**config.mk**
```make
export PLATFORM = sky130hd
export DESIGN_NAME = vfc_ctrl
export DESIGN_NICKNAME = d
export VERILOG_FILES = /design/src/rtl/core/vfc_pkg.sv /design/src/rtl/core/vfc_ctrl.sv
export SDC_FILE = /design/constraint.sdc
export NUM_CORES = 1
export LEC_CHECK = 0
export ABC_AREA = 1
export BUFFER_PORTS_ARGS = -buffer_cell sky130_fd_sc_hd__buf_2
export CAP_MARGIN = 0
export CORE_UTILIZATION = 48
export DETAILED_ROUTE_END_ITERATION = 7
export PLACE_DENSITY = 0.76
export SETUP_SLACK_MARGIN = 0.2
export SLEW_MARGIN = 10
export SYNTH_ARGS = -nofsm -noshare
export SYNTH_HDL_FRONTEND = slang
export SYNTH_SLANG_ARGS = --single-unit
export TNS_END_PERCENT = 1
```
**constraint.sdc**
```tcl
create_clock -name clk_i -period 1.7 [get_ports clk_i]
set_input_delay 0.34 -clock clk_i [delete_from_list [all_inputs] [get_ports clk_i]]
set_output_delay 0.34 -clock clk_i [all_outputs]
set_load 0.005 [all_outputs]
```
**src/rtl/core/vfc_pkg.sv**
```systemverilog
package vfc_pkg;

  localparam int GRID_WIDTH  = 8;
  localparam int GRID_HEIGHT = 8;
  localparam int GRID_DEPTH  = 32;

  localparam int OP_W      = 2;
  localparam int COL_W     = 3;
  localparam int ROWF_W    = 3;
  localparam int SLICE_W   = 5;
  localparam int COLOR_W   = 2;
  localparam int PLANE_W   = 8;
  localparam int MASK_W    = 6;
  localparam int COUNT_W   = 3;
  localparam int TOTAL_W   = 14;

  localparam int SCAN_LEN   = 8;
  localparam int LOAD_LANES = 8;
  localparam int ROWS       = GRID_HEIGHT * GRID_DEPTH;
  localparam int ROW_AW     = $clog2(ROWS);
  localparam int LANE_W     = $clog2(GRID_WIDTH);
  localparam int ROW_W      = GRID_WIDTH * COLOR_W;
  localparam int NB_COUNT   = 5;
  localparam int STEP_W     = $clog2(NB_COUNT + 1);

  localparam logic [TOTAL_W:0] TOTAL_MAX = (TOTAL_W + 1)'((1 << TOTAL_W) - 1);

  typedef logic [GRID_WIDTH-1:0][COLOR_W-1:0] vrow_t;

  typedef enum logic [OP_W-1:0] {
    OP_CLEAR = 2'd0,
    OP_WRITE = 2'd1,
    OP_LOAD  = 2'd2,
    OP_SCAN  = 2'd3
  } op_e;

  // Row fetched for a scan: the row itself and its four neighbors in y and z.
  typedef enum logic [STEP_W-1:0] {
    NB_CENTER = 3'd0,
    NB_UP     = 3'd1,
    NB_DOWN   = 3'd2,
    NB_FRONT  = 3'd3,
    NB_BACK   = 3'd4
  } nb_e;

  typedef enum logic [2:0] {
    ST_IDLE,
    ST_CLEAR,
    ST_UPD_RD,
    ST_UPD_WB,
    ST_SCAN_RD,
    ST_SCAN_EMIT
  } state_e;

  typedef struct packed {
    logic             latch;
    logic             clear;
    logic             mem_rd;
    nb_e              rd_sel;
    logic             cap;
    nb_e              cap_sel;
    logic             mem_wr;
    logic             load_out;
    logic [COL_W-1:0] col;
    logic             last;
  } cmd_t;

  typedef struct packed {
    logic upd_ok;
    logic out_free;
  } status_t;

  function automatic logic [ROW_AW-1:0] row_addr(input int y, input int z);
    return ROW_AW'(y + z * GRID_HEIGHT);
  endfunction

endpackage

```
**src/rtl/core/vfc_ctrl.sv**
```systemverilog
module vfc_ctrl (
  input  logic             clk_i,
  input  logic             rst_ni,
  input  logic             in_valid_i,
  input  vfc_pkg::op_e     in_op_i,
  output logic             in_ready_o,
  input  vfc_pkg::status_t status_i,
  output vfc_pkg::cmd_t    cmd_o
);

  vfc_pkg::state_e                 state_q, state_d;
  logic [vfc_pkg::STEP_W-1:0]      step_q, step_d;
  logic [vfc_pkg::COL_W-1:0]       col_q, col_d;

  always_ff @(posedge clk_i or negedge rst_ni) begin
    if (!rst_ni) begin
      state_q <= vfc_pkg::ST_IDLE;
      step_q  <= '0;
      col_q   <= '0;
    end else begin
      state_q <= state_d;
      step_q  <= step_d;
      col_q   <= col_d;
    end
  end

  always_comb begin
    state_d        = state_q;
    step_d         = step_q;
    col_d          = col_q;
    in_ready_o     = 1'b0;
    cmd_o.latch    = 1'b0;
    cmd_o.clear    = 1'b0;
    cmd_o.mem_rd   = 1'b0;
    cmd_o.rd_sel   = vfc_pkg::NB_CENTER;
    cmd_o.cap      = 1'b0;
    cmd_o.cap_sel  = vfc_pkg::NB_CENTER;
    cmd_o.mem_wr   = 1'b0;
    cmd_o.load_out = 1'b0;
    cmd_o.col      = col_q;
    cmd_o.last     = (col_q == vfc_pkg::COL_W'(vfc_pkg::SCAN_LEN - 1));

    unique case (state_q)
      vfc_pkg::ST_IDLE: begin
        in_ready_o = 1'b1;
        step_d     = '0;
        col_d      = '0;
        if (in_valid_i) begin
          cmd_o.latch = 1'b1;
          unique case (in_op_i)
            vfc_pkg::OP_CLEAR: state_d = vfc_pkg::ST_CLEAR;
            vfc_pkg::OP_WRITE,
            vfc_pkg::OP_LOAD:  state_d = vfc_pkg::ST_UPD_RD;
            vfc_pkg::OP_SCAN:  state_d = vfc_pkg::ST_SCAN_RD;
            default:           state_d = vfc_pkg::ST_IDLE;
          endcase
        end
      end

      vfc_pkg::ST_CLEAR: begin
        cmd_o.clear = 1'b1;
        state_d     = vfc_pkg::ST_IDLE;
      end

      // Write and load both rewrite one row: read it, merge, write it back.
      vfc_pkg::ST_UPD_RD: begin
        if (status_i.upd_ok) begin
          cmd_o.mem_rd = 1'b1;
          state_d      = vfc_pkg::ST_UPD_WB;
        end else begin
          state_d = vfc_pkg::ST_IDLE;
        end
      end

      vfc_pkg::ST_UPD_WB: begin
        cmd_o.mem_wr = 1'b1;
        state_d      = vfc_pkg::ST_IDLE;
      end

      // Read issued at step s lands in the RAM output register and is captured at step s+1.
      vfc_pkg::ST_SCAN_RD: begin
        if (step_q < vfc_pkg::STEP_W'(vfc_pkg::NB_COUNT)) begin
          cmd_o.mem_rd = 1'b1;
          cmd_o.rd_sel = vfc_pkg::nb_e'(step_q);
        end
        if (step_q != '0) begin
          cmd_o.cap     = 1'b1;
          cmd_o.cap_sel = vfc_pkg::nb_e'(step_q - vfc_pkg::STEP_W'(1));
        end
        if (step_q == vfc_pkg::STEP_W'(vfc_pkg::NB_COUNT)) begin
          state_d = vfc_pkg::ST_SCAN_EMIT;
        end else begin
          step_d = step_q + vfc_pkg::STEP_W'(1);
        end
      end

      vfc_pkg::ST_SCAN_EMIT: begin
        if (status_i.out_free) begin
          cmd_o.load_out = 1'b1;
          if (cmd_o.last) begin
            state_d = vfc_pkg::ST_IDLE;
          end else begin
            col_d = col_q + vfc_pkg::COL_W'(1);
          end
        end
      end

      default: state_d = vfc_pkg::ST_IDLE;
    endcase
  end

  a_load_when_free: assert property (@(posedge clk_i) disable iff (!rst_ni)
    cmd_o.load_out |-> status_i.out_free)
    else $error("result loaded into a full output register");

  a_wb_after_read: assert property (@(posedge clk_i) disable iff (!rst_ni)
    cmd_o.mem_wr |-> $past(cmd_o.mem_rd))
    else $error("row write-back without a preceding row read");

  a_rd_wr_exclusive: assert property (@(posedge clk_i) disable iff (!rst_ni)
    !(cmd_o.mem_rd && cmd_o.mem_wr))
    else $error("row memory read and written in the same cycle");

endmodule

```
==> metrics.cfg <==
[finish]
drive_above_1_share_pct = 49.6
multiInputGateArea_um2 = 497
antenna_cells = 0
final-seq-area_um2 = 228
final_cell_area_mm2 = 0.00105
nFillCells = 93
fin_nets = 150
synthToLayoutAreaGrowth_pct = 43.6

[timing]
rsz0062_at_grt = yes
fmax_ghz = 0.607
finalWorstPathRequiredPeriod_ns = 1.65
slew_headroom_pct = 84.8
skew_ns = 0.00272
setup_viol = 0
slew_viol_final = 0
worst_pin_slew_ns = 0.228
hold_violations = 0
period_share_pct = 96.8
finalSetupTns_ns = 0

[setup_path]
critPathArrivalTime_ns = 1.31
rr_worst_depth = 10
crit_top_cell = ha_4
cp_cell_sequence = inv_2, ha_4, ha_4, nor3_2, buf_2
cp-end-kind = output port
cp_max_fo = 3
max_stage_delay_ns = 0.38
crit_slowest_cell = dfrtp_1
startpoint_type = register
critPathKind = reg -> out
required_ns = 1.36

[die]
die_h_um = 41.0
start_util_pct = 53.9
io_pins = 24
core_area_mm2 = 0.00135
die_area_mm2 = 0.00168
die_width_um = 41.0
placementRows = 13

[run]
drv_cap = 0

[pwr]
finalPower_uw = 1470
power_frac_seq_pct = 23.7
p_int_uw = 773
pwr-share-clk_pct = 12.1
swShare_pct = 47.4
peakVddDrop_uv = 1010
power_density_mw_per_mm2 = 1400
p_comb_share_pct = 64.2
p_sw_uw = 695
p_leak_uw = 0.000574

[placement]
dp_hpwl_mm = 1.16
gp_congestion = 0.778
place_area_um2 = 862
numPortBuffers = 23

[routing]
drt_first_pass_iters = 4
drt_wl_total_mm = 1.84
drc = 0
wl_per_cell_um = 12.5
drtIter0Drc = 14
vias = 748
routed_via_density = 5.05
ant_nets = 0

[yosys]
ys_seq_elements = 9
syn_area_um2 = 728
synth_nets = 114
ys_warn_count = 0
syn_area_per_cell_um2 = 7.43
synthDistinctLibCells = 21
syn_inst = 98
synth_seq_area_share_pct = 30.9

[clock_network]
htree_levels = 1
clk_pin_slew_worst_paths_ns = 0.07
cts_root_buf = clkbuf_4
cts_buffers = 3
clk_path_buf_depth = 2
cts_tree = done
cts.sinks = 9
worstSkewPairLatency_ns = 0.27

[global_routing]
grt_pass1_vias = 605
antenna_found_initial = 0
grt_pass1_wl_mm = 2.55
grt_max_degree = 10
grt_use_total_pct = 25.7
grt_overflow = 0

[min_path]
min_path_type = in -> async

[status]
outcome = finished, final reports clean

cell usage in the layout (no fill, tap or decap), types with 2 or more instances in the layout:
cell,synthesis,layout
buf_4,2,8
dfrtp_2,0,2
ha_1,9,3
a21oi_1,2,2
nor2_1,4,4
inv_2,4,7
nor2_4,1,2
o21ai_0,4,4
ha_2,0,2
buf_6,0,2
dfrtp_1,9,7
inv_1,15,11
nor3_2,0,3
nand2_1,20,20
clkbuf_4,0,3
ha_4,0,4
nor3_1,6,3
nand2_2,4,3
buf_2,0,22
nand3_1,7,7
o21ai_2,4,4
registers in the layout (all words and copies together) (netlist names):
name     flops
col_q        3
step_q       3
state_q      3
worst max-delay path, delay by kind of cell (launching register included):
kind | cells | cell delay [ns]
adder cells (fa/ha/maj) | 2 | 0.34
AND/OR/NAND/NOR | 1 | 0.13
buffers and inverters | 2 | 0.19
flip-flops | 1 | 0.38
cell usage after synthesis:
cell type,count,area [um2]
a21oi_1,2,10.0
and2_1,1,6.26
buf_4,2,15.0
dfrtp_1,9,225
ha_1,9,113
inv_1,15,56.3
inv_2,4,15.0
nand2_1,20,75.1
nand2_2,4,25.0
nand3_1,7,35.0
nand3_2,1,10.0
nand3b_1,1,7.51
nand4_1,1,6.26
nor2_1,4,15.0
nor2_2,1,6.26
nor2_4,1,11.3
nor3_1,6,30.0
o21ai_0,4,20.0
o21ai_1,1,5.00
o21ai_2,4,35.0
or2_2,1,6.26
final timing paths:
check | slack (ns) | end | from
worst max-delay path | 0.05 | cmd_o[6] | step_q[1]$_DFFE_PN0P_
worst min-delay path | 0.44 | step_q[2]$_DFFE_PN0P_ | rst_ni
worst max register to register | 0.30 | state_q[2]$_DFFE_PN0P_ | step_q[1]$_DFFE_PN0P_
worst min register to register | 0.55 | col_q[2]$_DFFE_PN0P_ | col_q[2]$_DFFE_PN0P_
max in group asynchronous | 1.06 | state_q[1]$_DFFE_PN0P_ | rst_ni
min in group clk_i | 0.47 | state_q[1]$_DFFE_PN0P_ | status_i[1]
cell families (layout without fill, tap and decap cells):
| group | count (synthesis) | in the layout | synth area share, % |
|---|---|---|---|
| adder cells (fa/ha/maj) | 9 | 9 | 15.5 |
| buffers and inverters | 21 | 56 | 11.9 |
| AND/OR/NAND/NOR | 48 | 48 | 32.1 |
| flip-flops | 9 | 9 | 30.9 |
| AO/OA/AOI/OAI | 11 | 11 | 9.62 |
final cells by class:
cell class | instances | area share [%]
inverter | 19 | 7.06
multi-input combinational | 68 | 47.5
sequential | 9 | 21.8
timing repair buffer | 33 | 19.4
tap | 15 | 1.79
clock buffer | 4 | 2.51
metrics by stage:
stage	util, %	hold WS [ns]	setup slack [ns]	instances
after detailed placement	63.9	0.204	0.202	136
after global placement	63.9	0.204	0.242	136
after CTS	74.1	0.445	0.0743	148
after floorplan	-	0.0444	0.266	98
after global routing	77.5	0.464	-0.0370	148
final	77.5	0.444	0.0539	148
power by group through the flow:
stage	Sequential [uW]	Combinational (uW)	Clock, uW
6_report	348	942	178
5_1_grt	355	1050	190
4_1_cts	344	878	182
3_5_place_dp	349	660	0
3_3_place_gp	344	645	0
2_1_floorplan	327	496	0
what timing repair did:
| item | 4_1_cts | 5_1_grt |
|---|---|---|
| resized for setup | 14 | 10 |
| buffers inserted | 7 | 0 |
| pin swaps | 4 | 4 |
| setup endpoints to repair | 12 | 16 |
| endpoints found under the hold margin | 9 | 0 |
| gates cloned | 0 | 0 |
| hold buffers | 1 | 0 |
metal layers:
| layer | vias to the layer above | GRT usage [%] | wire length, um |
|---|---|---|---|
| li1 | 379 | - | - |
| met1 | 348 | 24.7 | 733 |
| met2 | 16 | 46.9 | 1000 |
| met3 | 5 | 8.15 | 68 |
| met4 | 0 | 15.0 | 37 |
| met5 | - | 0 | 0 |
(Power assumes the default switching activity.)
